File: config.mk
export PLATFORM = sky130hd
export DESIGN_NAME = pdce_queue
export DESIGN_NICKNAME = d
export VERILOG_FILES = /design/src/rtl/pdce_queue.sv
export SDC_FILE = /design/constraint.sdc
export NUM_CORES = 1
export LEC_CHECK = 0
export BUFFER_PORTS_ARGS = -buffer_cell sky130_fd_sc_hd__clkbuf_2
export CAP_MARGIN = 20
export CORE_ASPECT_RATIO = 0.5
export CORE_MARGIN = 2
export CORE_UTILIZATION = 30
export CTS_CLUSTER_SIZE = 10
export DETAILED_ROUTE_END_ITERATION = 12
export PLACE_DENSITY = 0.51
export SETUP_SLACK_MARGIN = 0.02
export SLEW_MARGIN = 25
export SYNTH_ARGS = -nofsm -noshare
export SYNTH_HDL_FRONTEND = slang
export SYNTH_SLANG_ARGS = --single-unit
File: constraint.sdc
create_clock -name clk -period 1.06 [get_ports clk]
set_input_delay 0.053 -clock clk [delete_from_list [all_inputs] [get_ports clk]]
set_output_delay 0.053 -clock clk [all_outputs]
set_load 0.1 [all_outputs]
File: src/rtl/pdce_queue.sv
// Two-entry queue between front end and calibration back end.
module pdce_queue #(
  parameter int W = 8
) (
  input  logic         clk,
  input  logic         rst_n,
  input  logic         push,
  input  logic [W-1:0] wdata,
  output logic         full,
  input  logic         pop,
  output logic         empty,
  output logic [W-1:0] rdata
);
  logic [W-1:0] mem_r [0:1];
  logic         wptr_r, rptr_r;
  logic [1:0]   cnt_r;

  assign full  = (cnt_r == 2'd2);
  assign empty = (cnt_r == 2'd0);
  assign rdata = mem_r[rptr_r];

  always_ff @(posedge clk) begin
    if (!rst_n) begin
      wptr_r <= 1'b0;
      rptr_r <= 1'b0;
      cnt_r  <= 2'd0;
    end else begin
      if (push) wptr_r <= ~wptr_r;
      if (pop) rptr_r <= ~rptr_r;
      cnt_r <= cnt_r + {1'b0, push} - {1'b0, pop};
    end
  end

  always_ff @(posedge clk) begin
    if (push) mem_r[wptr_r] <= wdata;
  end

endmodule

# [Word level (Yosys, flattened, before mapping)]
# Memory sizes are Yosys's and may differ from the RTL's. A register that Yosys moved wholly into a read port is not among the register bits.
# Index checks and enable logic that the tools add are counted.
[totals] register_bits=4 ram_bits=16 inputBits=12 output_inout_bits=10 elab_cells=14 memories=1
[op_classes] addsub=2 n_eq_ne=1 muxes=4 bitwise_logic=2 reduce_logical=1
[memory_table] name="mem_r" depth=2 word_bits=8 read_ports=1 rd_ports_with_merged_regs=1 wr=1 line_no="14" rtl="logic [W-1:0] mem_r [0:1];"
[op_table] cell="$mux 1" count=4
[op_table] cell="$add 2x1->2" count=1
[op_table] cell="$eq 2x2->1 const B" count=1
[op_table] cell="$logic_not 2->1" count=1
[op_table] cell="$not 1->1" count=2
[op_table] cell="$sub 2x1->2" count=1

# [Logic depth before layout (Yosys ltp)]
[logic_depth] ltp_word=3 depth_mapped=6

# [Worst setup path after synthesis]
# Ideal clock, no wire load.
[synth_path] kind="register to output" startpoint="reg cnt_r[1]" endpoint="out full" arrival_time_ns=1.706 required_ns=1.007 slack_ns=-0.699 path_stages_with_launch=2 n_path_buf=0 cell_sequence="dfxtp_1 nor2b_1"
[synth_between] elab_chain_len=1
[synth_rtl] item="start: declaration" line_no="16" rtl="logic [1:0] cnt_r;"
[synth_rtl] item="start signal: assignment" line_no="30" rtl="cnt_r <= cnt_r + {1'b0, push} - {1'b0, pop};"
[synth_rtl] item="$eq 2x2->1" line_no="18" rtl="assign full = (cnt_r == 2'd2);"
[synth_rtl] item="end: declaration" line_no="9" rtl="output logic full,"
# No other way between the ends.

==> summary.md <==
| Metric | Value |
|---|---|
| Status | `finished, violations left` |
| Failing checks | `setup timing` |
| Synth Area in Adders | `3.13%` |
| Final setup fails | `10` |
| Max Freq | `roughly 800 MHz` |
| Worst Path Required | `between 1000 and 1500 ps` |
| Final nets | `98` |
| Max Slew Vio Count | `0` |
| Post-synthesis async set-or-reset flop share | `0%` |
| Min Clock Period, post-route | `1260 ps` |
| Placed cell areas | `roughly 0.0012 mm2` |
| Mapped Cells | `46` |
| Die ar. | `about 0.0031 mm2` |
| Post-Syn Area | `between 800 and 900 um2` |
| Area contributors post-synth | `edfxtp_1 (60%), dfxtp_1 (13%), mux2_2 (11%)` |
| Largest net degree at the start of global routing | `13` |
| Layout area overhead | `70.6%` |
| Flop2flop setup slack | `-110 ps` |
| Yosys reg bits | `21` |
| Die Span Y | `between 40 and 50 um` |
| Number of fill cells in the layout | `225` |
| Worst-path fanout max | `4` |
| Clock Latency Late Sink | `between 200 and 300 ps` |
| Ys Warns | `0` |
| Vias per inst | `4.01` |
| EDFF count, synth | `16` |
| Worst setup EP type | `output port` |
| Register area | `roughly 580 um2` |
| Antenna viol nets, final | `0` |
| RSZ-0062 raised after global routing | `yes` |
| DIE WIDTH | `77.1 um` |
| Final wirelength | `between 1 and 1.5 mm` |
| Syn Nets | `60` |
| Crit start category | `flip-flop` |
| Xor and xnor area share after synthesis | `3.91%` |
| Mux cell area share after synthesis | `between 10% and 20%` |
| Crit path arrival time | `~1200 ps` |
| Routed wire per std cell | `11.4 um` |
| Initial Utilization | `between 30% and 40%` |
| Setup Crit Path Kind | `reg -> out` |
| CTS Buf Count | `3` |
| Post-synth top flop | `edfxtp_1` |
| DP HPWL | `1.04 mm` |
| DRT iter0 DRCs | `4` |
| Top cells by count, synth | `edfxtp_1 (16), mux2_2 (8), dfxtp_1 (5), and2_1 (4), nor2b_1 (4)` |
| Share of cells above drive strength 1 | `between 50% and 60%` |
| Post-CTS Setup Inserts | `0` |
| Root Buffer | `clkbuf_8` |
| Fin area | `about 0.0014 mm2` |
| Tot Pwr | `between 2 and 2.5 mW` |
| Diode count | `0` |
| Compound-Gate Fraction of Synth Area | `0.938%` |
| Peak VDD IR | `1.59 mV` |
| Syn Area/Cell | `17.4 um2` |
| H-tree level count | `1` |
| Slew at the pin closest to its max-slew limit | `between 150 and 200 ps` |
| Area of the multi-input gates | `283 um2` |
| Max_cap viols | `0` |
| Cell taking the most area after synthesis | `edfxtp_1` |
| Final RePlAce weighted congestion | `between 0.6 and 0.7` |
| Top cell type's share of synthesized area | `60.0%` |
| Register area share after synthesis | `about 72%` |
| Port buffer count | `21` |
| Post-synthesis simple-gate area fraction | `6.72%` |
| Clock skew | `about 3.7 ps` |
| Slew HR | `just under 90%` |
| Most frequent cell after synthesis | `edfxtp_1` |
| CTS tree | `done` |
| Yosys cell types | `12` |
| Clock Pin Slew Worst Setup and Hold Paths | `roughly 70 ps` |
| PnR worst setup slack | `-197 ps` |
| DR vias | `slightly below 500` |
| Initial antenna violation count | `0` |
| Largest family of logic cells by synthesized area | `multiplexers` |
| Final period util | `119%` |
| Setup tns final | `-1710 ps` |
| Core ar. | `0.00257 mm2` |
| GRT Total Usage | `9.43%` |
| CTS Buffer Depth | `2` |
| First-pass GRT wire length | `2.08 mm` |
| Final core utilization | `between 50% and 60%` |
| # rows | `13` |
| DRT Pass-1 Iters | `2` |
| Io pins | `22` |
| Leakage | `approximately 0.56 nW` |
| CTS sink count | `21` |
| Final hold vios | `0` |
| GR Overflow Total | `0` |
| Min-delay worst type | `in -> reg` |
| Power Density | `about 1800 mW/mm2` |
| Drt drc | `0` |
| Via count of the first global-routing pass | `just over 500` |
[flip-flops by register name, summed over array words and instances, names as in the netlist, named ones only]
name	cells
mem_r	16
cnt_r	2
rptr_r	1
wptr_r	1
[path summary, 6_finish.rpt]
path                  start   endpoint  cells after the start
hold / removal        rst_n     wptr_r                      2
setup reg to reg   cnt_r[0]   cnt_r[1]                      6
hold reg to reg      rptr_r  flip-flop                      2
setup / recovery  flip-flop   rdata[5]                      3
[repair_timing]
item,4_1_cts,5_1_grt
resized for setup,13,0
pin swaps,3,2
hold buffers,8,0
endpoints found under the setup margin,12,12
endpoints found under the hold margin,16,0
[routing by layer]
metal	wire length, um	vias up	track usage [%]
met5	0	-	0
met4	8	0	2.68
met3	60	2	4.05
met2	804	9	21.3
met1	496	233	8.14
li1	-	237	-
[metrics by stage]
stage                     setup slack (ps)  hold WS [ps]  cells
after floorplan                       -122           152     46
after global placement               -67.2           243    108
after detailed placement              -133           246    108
after CTS                             -214          61.4    120
after global routing                  -244          58.1    120
final                                 -197          59.0    120
[cell type report]
class	instances	area share, %
clock buffers	3	3.02
clock inverters	1	0.366
inverters	2	0.733
multi-input cells	22	20.7
flip-flops and latches	21	42.8
well taps	37	3.39
repair buffers	34	29.0
[cell usage in the layout (no fill, tap or decap), types with 2 or more instances in the layout]
cell / n
nor2b_1: 2
and2_1: 3
dlygate4sd3_1: 8
ha_4: 2
dfxtp_1: 2
dfxtp_2: 3
clkbuf_2: 11
buf_12: 11
edfxtp_1: 16
buf_6: 3
mux2_4: 8
clkbuf_8: 3
[where the power goes]
| part | internal, mW | total, mW | switching, mW |
|---|---|---|---|
| clock | 0.261 | 0.487 | 0.227 |
| sequential | 0.953 | 0.992 | 0.0393 |
| combinational | 0.429 | 0.987 | 0.557 |
[worst max-delay path, stage by stage, from the launching register on]
cell and delay [ps]:
dfxtp_2 350, buf_6 120, mux2_4 310, buf_12 170
[logic make-up (layout without fill, tap and decap cells)]
group / after synthesis / after routing
buf+inv: 3 / 40
fa+ha+maj: 2 / 2
compound gates: 1 / 1
flops: 21 / 21
mux: 8 / 8
xor+xnor: 2 / 2
simple gates: 9 / 9
No activity file was read; power rests on OpenSTA's default activity.
