===== src/rtl/pdce_pkg.sv =====
// Package: shared constants, types and encoding helpers for the PLL divider config encoder.
package pdce_pkg;

  localparam int CAL_RATIO_DEF   = 2;
  localparam int CAL_MS          = 4400;
  localparam int FMS_W           = 19;
  localparam logic [27:0] REF_RESET  = 28'd40000000;
  localparam logic [FMS_W-1:0] FMS_RESET = 19'd40000;
  localparam logic [28:0] MS_ROUND   = 29'd999;
  localparam logic [26:0] RECIP_125  = 27'd68719477;
  localparam logic [31:0] RECIP_10   = 32'hCCCCCCCD;
  localparam logic [23:0] TICKS_MAX  = 24'hFFFFFF;
  localparam logic [13:0] B_MAX      = 14'd8191;
  localparam logic [6:0]  A_MAX      = 7'd63;
  localparam logic [5:0]  P_16       = 6'd16;
  localparam logic [5:0]  P_32       = 6'd32;
  localparam logic [2:0]  PCODE_16   = 3'h5;
  localparam logic [2:0]  PCODE_OTHER = 3'h6;

  typedef struct packed {
    logic        request_ok;
    logic [5:0]  a_code;
    logic [13:0] b_code;
    logic [13:0] r_code;
    logic [2:0]  prescaler_code;
    logic [2:0]  vco_div_code;
    logic        vco_bypass;
    logic [7:0]  div_one_code;
    logic        div_one_bypass;
    logic [7:0]  div_two_code;
    logic        div_two_bypass;
  } pdce_fields_t;

  function automatic logic [8:0] enc_div(input logic [5:0] d);
    logic [5:0] dd;
    logic [5:0] m;
    logic [5:0] n;
    dd = d - 6'd2;
    n  = dd >> 1;
    m  = n + {5'd0, dd[0]};
    if (d == 6'd0) begin
      enc_div = {8'd0, 1'b1};
    end else begin
      enc_div = {m[3:0], n[3:0], 1'b0};
    end
  endfunction

endpackage


===== src/rtl/pdce_front.sv =====
// Front end: range checks, divider normalisation and field encoding of each request.
module pdce_front #(
  parameter int CAL_RATIO = pdce_pkg::CAL_RATIO_DEF,
  parameter int NUM_W = 28
) (
  input  logic                  clk,
  input  logic                  rst_n,
  input  logic                  in_valid,
  output logic                  in_stall,
  input  logic [6:0]            in_a_count,
  input  logic [13:0]           in_b_count,
  input  logic [13:0]           in_r_count,
  input  logic [5:0]            in_prescaler,
  input  logic [2:0]            in_vco_divide,
  input  logic [5:0]            in_chan_div_one,
  input  logic [5:0]            in_chan_div_two,
  input  logic                  in_external_clock,
  input  logic                  q_full,
  output logic                  q_push,
  output pdce_pkg::pdce_fields_t q_fields,
  output logic [NUM_W-1:0]      q_num
);
  import pdce_pkg::*;

  localparam int CAL_K = CAL_MS * CAL_RATIO;

  logic         valid_r;
  pdce_fields_t fld_r, fld_nxt;
  logic [NUM_W-1:0] num_r, num_nxt;
  logic [13:0]  r_n;
  logic [2:0]   dv;
  logic [5:0]   d1, d2, s1, s2;
  logic [8:0]   e1, e2;
  logic         ok;

  assign in_stall = valid_r && q_full;
  assign q_push   = valid_r && !q_full;
  assign q_fields = fld_r;
  assign q_num    = num_r;

  always_comb begin
    ok = 1'b1;
    if (in_a_count > {7'd0, in_b_count} || in_a_count > A_MAX) ok = 1'b0;
    if (in_prescaler != P_16 && in_prescaler != P_32) ok = 1'b0;
    if (in_b_count == 14'd0 || in_b_count > B_MAX) ok = 1'b0;
    if (in_r_count == 14'd0) ok = 1'b0;
    r_n = (in_r_count == 14'd1) ? 14'd0 : in_r_count;
    dv  = (in_vco_divide == 3'd1) ? 3'd0 : in_vco_divide;
    d1  = (in_chan_div_one == 6'd1) ? 6'd0 : in_chan_div_one;
    d2  = (in_chan_div_two == 6'd1) ? 6'd0 : in_chan_div_two;
    s1  = d1;
    s2  = d2;
    if (d1 == 6'd0 && d2 != 6'd0) begin
      s1 = d2;
      s2 = 6'd0;
    end else if (d1 != 6'd0 && d2 != 6'd0 && d1[0] && !d2[0]) begin
      s1 = d2;
      s2 = d1;
    end
    e1 = enc_div(s1);
    e2 = enc_div(s2);
    fld_nxt.request_ok     = ok;
    fld_nxt.a_code         = in_a_count[5:0];
    fld_nxt.b_code         = in_b_count;
    fld_nxt.r_code         = r_n;
    fld_nxt.prescaler_code = (in_prescaler == P_16) ? PCODE_16 : PCODE_OTHER;
    if (dv == 3'd0 && in_external_clock) begin
      fld_nxt.vco_div_code = 3'd0;
      fld_nxt.vco_bypass   = 1'b1;
    end else begin
      if (dv < 3'd2 || dv > 3'd6) begin
        fld_nxt.vco_div_code = 3'd0;
      end else begin
        fld_nxt.vco_div_code = dv - 3'd2;
      end
      fld_nxt.vco_bypass = 1'b0;
    end
    fld_nxt.div_one_code   = e1[8:1];
    fld_nxt.div_one_bypass = e1[0];
    fld_nxt.div_two_code   = e2[8:1];
    fld_nxt.div_two_bypass = e2[0];
    num_nxt = NUM_W'(r_n) * NUM_W'(CAL_K);
  end

  always_ff @(posedge clk) begin
    if (!rst_n) begin
      valid_r <= 1'b0;
    end else if (!in_stall) begin
      valid_r <= in_valid;
    end
  end

  always_ff @(posedge clk) begin
    if (!in_stall && in_valid) begin
      fld_r <= fld_nxt;
      num_r <= num_nxt;
    end
  end

endmodule


===== config.mk =====
export PLATFORM = sky130hd
export DESIGN_NAME = pdce_front
export DESIGN_NICKNAME = d
export VERILOG_FILES = /design/src/rtl/pdce_pkg.sv /design/src/rtl/pdce_front.sv
export SDC_FILE = /design/constraint.sdc
export NUM_CORES = 1
export LEC_CHECK = 0
export ABC_CLOCK_PERIOD_IN_PS = 6700
export BUFFER_PORTS_ARGS = -buffer_cell sky130_fd_sc_hd__buf_2
export CORE_UTILIZATION = 54
export CTS_CLUSTER_DIAMETER = 150
export CTS_CLUSTER_SIZE = 8
export DETAILED_ROUTE_END_ITERATION = 12
export PLACE_DENSITY = 0.91
export SKIP_LAST_GASP = 1
export SLEW_MARGIN = 20
export SYNTH_ARGS = -nofsm -noshare
export SYNTH_HDL_FRONTEND = slang
export SYNTH_SLANG_ARGS = --single-unit

===== constraint.sdc =====
create_clock -name clk -period 6.7 [get_ports clk]
set_input_delay 0.67 -clock clk [delete_from_list [all_inputs] [get_ports clk]]
set_output_delay 0.67 -clock clk [all_outputs]
set_load 0.02 [all_outputs]

-- After elaboration in Yosys (flattened, before gate mapping)
Index checks and enable logic that the tools add are counted.
- $lt $le $gt $ge: 5
- equal/unequal tests: 7
- add/sub/neg operators: 5
- multipliers: 1
- reduce and logical (&&, ||, !) cells: 25
- mux-type cells: 13
- operator list (cell ; number):
    6-bit 2-to-1 mux ; 6
    14-bit logical NOT ; 2
    14-bit by 9-bit multiplier with 23-bit output, second input constant ; 1
    6-bit logical NOT ; 3
    14-bit by 1-bit == test with 1-bit output, second input constant ; 1
    14-bit by 13-bit greater-than comparator with 1-bit output, second input constant ; 1
    7-bit by 14-bit greater-than comparator with 1-bit output ; 1
    14-bit 2-to-1 mux ; 1
    6-bit by 1-bit == test with 1-bit output, second input constant ; 2
    6-bit nonzero test ; 2
    5-bit by 2-bit subtractor with 5-bit output, second input constant ; 2
    1-bit logical AND ; 9
    4-bit by 1-bit adder with 4-bit output ; 2
    7-bit by 6-bit greater-than comparator with 1-bit output, second input constant ; 1
    6-bit by 5-bit == test with 1-bit output, second input constant ; 1
    6-bit by 5-bit != test with 1-bit output, second input constant ; 1
    6-bit != test, second input constant ; 1
    1-bit 2-to-1 mux ; 4
    3-bit by 1-bit == test with 1-bit output, second input constant ; 1
    3-bit greater-than comparator, second input constant ; 1
    1-bit logical NOT ; 3
    3-bit logical NOT ; 1
    1-bit logical OR ; 3
    3-bit by 2-bit < comparator with 1-bit output, second input constant ; 1
    other kinds (5) ; 5
- output and inout bits: 90
- logic and storage cells: 69
- register bits: 84
- input bits: 61

-- Longest topological paths before layout
- depth in word-level cells: 10
- mapped depth: 20
- depth with buffers taken out: 18

-- Worst setup path before layout
OpenSTA, ideal clock, no wires.
- path type: input to register
- from: input in_r_count[12]
- to: register num_r[23] (netlist: q_num[23]), data pin
- data required time: 6444 ps
- arrival: 5188 ps
- stages on the path: 20
- setup time: 256 ps
- path slack: 1256 ps
- buffers on the path: 2
- cell sequence: inv_1 -> ha_1 -> and4_1 -> and4b_1 -> clkbuf_1 -> clkbuf_1 -> a21oi_1 -> ha_1 -> ha_1 -> fa_1 -> inv_1 -> fa_1 -> inv_1 -> ha_1 -> a2111oi_0 -> o21ai_0 -> a41oi_1 -> o21bai_1 -> a21o_1 -> a41o_1
- RTL lines (element ; RTL line ; source):
    start: declaration ; pdce_front.sv:12 ; input logic [13:0] in_r_count,
    end signal: assignment ; pdce_front.sv:96 ; num_r <= num_nxt;
    end: declaration ; pdce_front.sv:29 ; logic [NUM_W-1:0] num_r, num_nxt;

==> results_dict.tcl <==
set metrics [dict create \
    status "finished, final reports clean" \
    numClockSinks 82 \
    path_common_cell "ha_1" \
    ys.flop_type "edfxtp_1" \
    layout.nets 795 \
    synthArstFlopShare_pct 0 \
    die_h_um 104 \
    gp_congestion 0.900 \
    power_frac_comb_pct 37.6 \
    min_path_type "input port to flip-flop" \
    peakVddDrop_mv 0.181 \
    synth_xor_area_share_pct 3.43 \
    cts_hold_buf 0 \
    powerDensity_nw_per_um2 266 \
    synth_fa_ha_area_share_pct 25.6 \
    grt_max_degree 82 \
    grt_pass1_wl_um 20600 \
    rrSetupSlack_ns 4.92 \
    die-area_um2 10800 \
    core.rowCount 36 \
    yosysMostFrequentCell "ha_1" \
    crit_chain "buf_2, inv_1, ha_1, and4_1, and4b_1, a21oi_1, ha_1, ha_1, fa_1, inv_1, fa_1, inv_1, ha_1, a2111oi_0, o21ai_0, a41oi_1, o21bai_1, a21o_1, a41o_1" \
    max_freq_ghz 0.175 \
    drt_iter0_drc 190 \
    seqPwrFrac_pct 38.4 \
    area_growth_pct 19.1 \
    syn_inst 484 \
    synth_area_um2 5620 \
    switching_share_pct 34.2 \
    portBuffers 144 \
    diodes 0 \
    cts_tree "yes" \
    dr.pass1.iters 5 \
    min_to "q_fields[53]$_DFFE_PP_" \
    antenna_found_initial 0 \
    drive_above_1_share_pct 27.1 \
    wl_per_cell_um 16.2 \
    min_period_over_period_pct 85.3 \
    hold_start "in_a_count[0]" \
    synthTopCellsByArea "edfxtp_1, ha_1, fa_1" \
    synth-seq-area-share_pct 43.6 \
    p_leak_uw 0.00320 \
    yosys.area_share.simple_pct 9.08 \
    period_needed_ns 5.72 \
    drc 0 \
    synthesis.area_per_instance_um2 11.6 \
    p_sw_uw 609 \
    setup_tns_ns 0 \
    yosysWarnings 0 \
    cp.required_ns 6.82 \
    grt_pass1_vias 4368 \
    slowest_delay_ns 0.56 \
    hold_violations 0 \
    netlist-cell-type-count 62 \
    holdWs_ns 0.507 \
    root_buffer "clkbuf_8" \
    cts_made_buffers 9 \
    min_delay_path_depth 1 \
    cts_setup_buffers 0 \
    ios 151 \
    yosys.area.top_type "edfxtp_1" \
    rsz0062_at_grt "false" \
    dpl.hpwl_um 9960 \
    synth_edf_count 81 \
    route.final.wire_length_um 12500 \
    skew_ns 0.0121 \
    worst_pin_slew_ns 1.00 \
    timing.rr.start "valid_r$_SDFFE_PN0N_" \
    arrival_ns 5.84 \
    synth_seq_cells 82 \
    r2r-end "q_fields[22]$_DFFE_PP_" \
    clk_path_buf_depth 2 \
    internal_power_uw 1170 \
    start_util_pct 56.7 \
    grtUsageTotal_pct 24.2 \
    core_um2 9910 \
    synth_common_cells "ha_1, edfxtp_1, inv_1, a21oi_1, nor2_1" \
    slew_viol_final 0 \
    synthMuxAreaShare_pct 0.735 \
    slowest_stage "and4b_1" \
    ff_latch_area_um2 2450 \
    vias 4217 \
    worst_r2r_path_depth 3 \
    cp_max_fo 17 \
    maxSlewHeadroom_pct 33.2 \
    antenna_left 0 \
    synth-compound-area-share_pct 11.3 \
    pwr-share-clk_pct 24.0 \
    yosysTopAreaCellShare_pct 43.3 \
    viasPerCell 5.50 \
    dieWidth_um 104 \
    clk_latency_ns 0.35 \
    cp-end-kind "flip-flop" \
    drv_cap 0 \
    ctsResizeCount 0 \
    setup_violations 0 \
    worstSetupPathType "input port to flip-flop" \
    cts.reportedPaths.clkPinSlew_ns 0.09 \
    grt-ovfl-total 0 \
    multi_input_area_um2 2850 \
    synth_top_family_by_area "adder cells" \
    fillers 723 \
    htree_levels 3 \
    start_kind "input port" \
]
==> how the worst max path moves through the flow <==
stage / from / endpoint / slack [ns] / cells after the start
6_report: in_r_count[12] / q_num[23]$_DFFE_PP_ / 0.98 / 19
3_5_place_dp: in_r_count[12] / q_num[23]$_DFFE_PP_ / 0.77 / 19
3_3_place_gp: in_r_count[12] / q_num[23]$_DFFE_PP_ / 1.06 / 19
5_1_grt: in_r_count[12] / q_num[23]$_DFFE_PP_ / 0.73 / 19
2_1_floorplan: in_r_count[12] / q_num[23]$_DFFE_PP_ / 1.26 / 20
4_1_cts: in_r_count[12] / q_num[23]$_DFFE_PP_ / 1.12 / 19
==> sequential cells by signal, indices dropped and copies added (netlist names) <==
name and flops:
q_fields 59, valid_r 1, q_num 22
==> placed cells by master (no fill, tap or decap), types with 6 or more instances in the layout <==
cell type    n
buf_2      144
o21a_1       7
nor2_1      24
clkbuf_8     9
edfxtp_1    81
xor2_1       6
and2_1       9
o21ai_0     16
ha_1        86
nand3_1      8
conb_1       6
nand2_1     13
nor2b_1      6
xnor2_1     16
fa_1        18
inv_1       69
a21oi_1     31
==> metrics by stage <==
step / worst slack, ns / instance area [um^2] / power [uW] / instances / util (%)
2_1_floorplan: 1.26 / 5630 / 1170 / 488 / -
3_3_place_gp: 1.06 / 6450 / 1330 / 752 / 65.1
3_5_place_dp: 0.772 / 6450 / 1350 / 752 / 65.1
4_1_cts: 1.12 / 6690 / 1790 / 767 / 67.5
5_1_grt: 0.728 / 6690 / 1890 / 767 / 67.5
6_report: 0.984 / 6690 / 1780 / 767 / 67.5
==> per-layer routing <==
layer / wire, um / vias to the layer above / share of wire [%] / global-route usage (%)
met3: 623 / 31 / 5.0 / 3.95
met1: 5010 / 1990 / 40 / 27.9
met2: 6380 / 181 / 51 / 43.3
li1: - / 2015 / - / -
met5: 0 / - / 0 / 0
met4: 436 / 0 / 3.5 / 12.8
==> final cells by class <==
| type | count | area share [%] |
|---|---|---|
| multi-input combinational | 323 | 42.5 |
| clock buffer | 9 | 1.85 |
| sequential | 82 | 36.6 |
| tap | 133 | 2.49 |
| clock inverter | 6 | 1.72 |
| timing repair buffer | 145 | 10.9 |
| inverter | 69 | 3.87 |
==> kinds of logic (layout without fill, tap and decap cells) <==
kind of cell               Yosys count  in the layout
buffers and inverters               83            229
other                                2              6
adders and majority gates          104            104
and+or+nand+nor                     94             94
xor gates and xnor gates            22             22
muxes                                4              4
DFF                                 82             82
AOI/OAI and AO/OA                   93             93
==> power groups by stage <==
stage	Clock, uW	Sequential [uW]	Combinational, uW
floorplan	0	788	381
global placement	0	694	637
detailed placement	0	693	657
CTS	434	684	671
global route	454	691	748
finish	428	683	670
==> worst max-delay path, delay by kind of cell <==
family                     cells  cell delay (ns)
buffers and inverters          4             0.40
and+or+nand+nor                2             0.76
adders and majority gates      6             2.13
AOI/OAI and AO/OA              7             1.88
No activity file was read; power rests on OpenSTA's default activity.
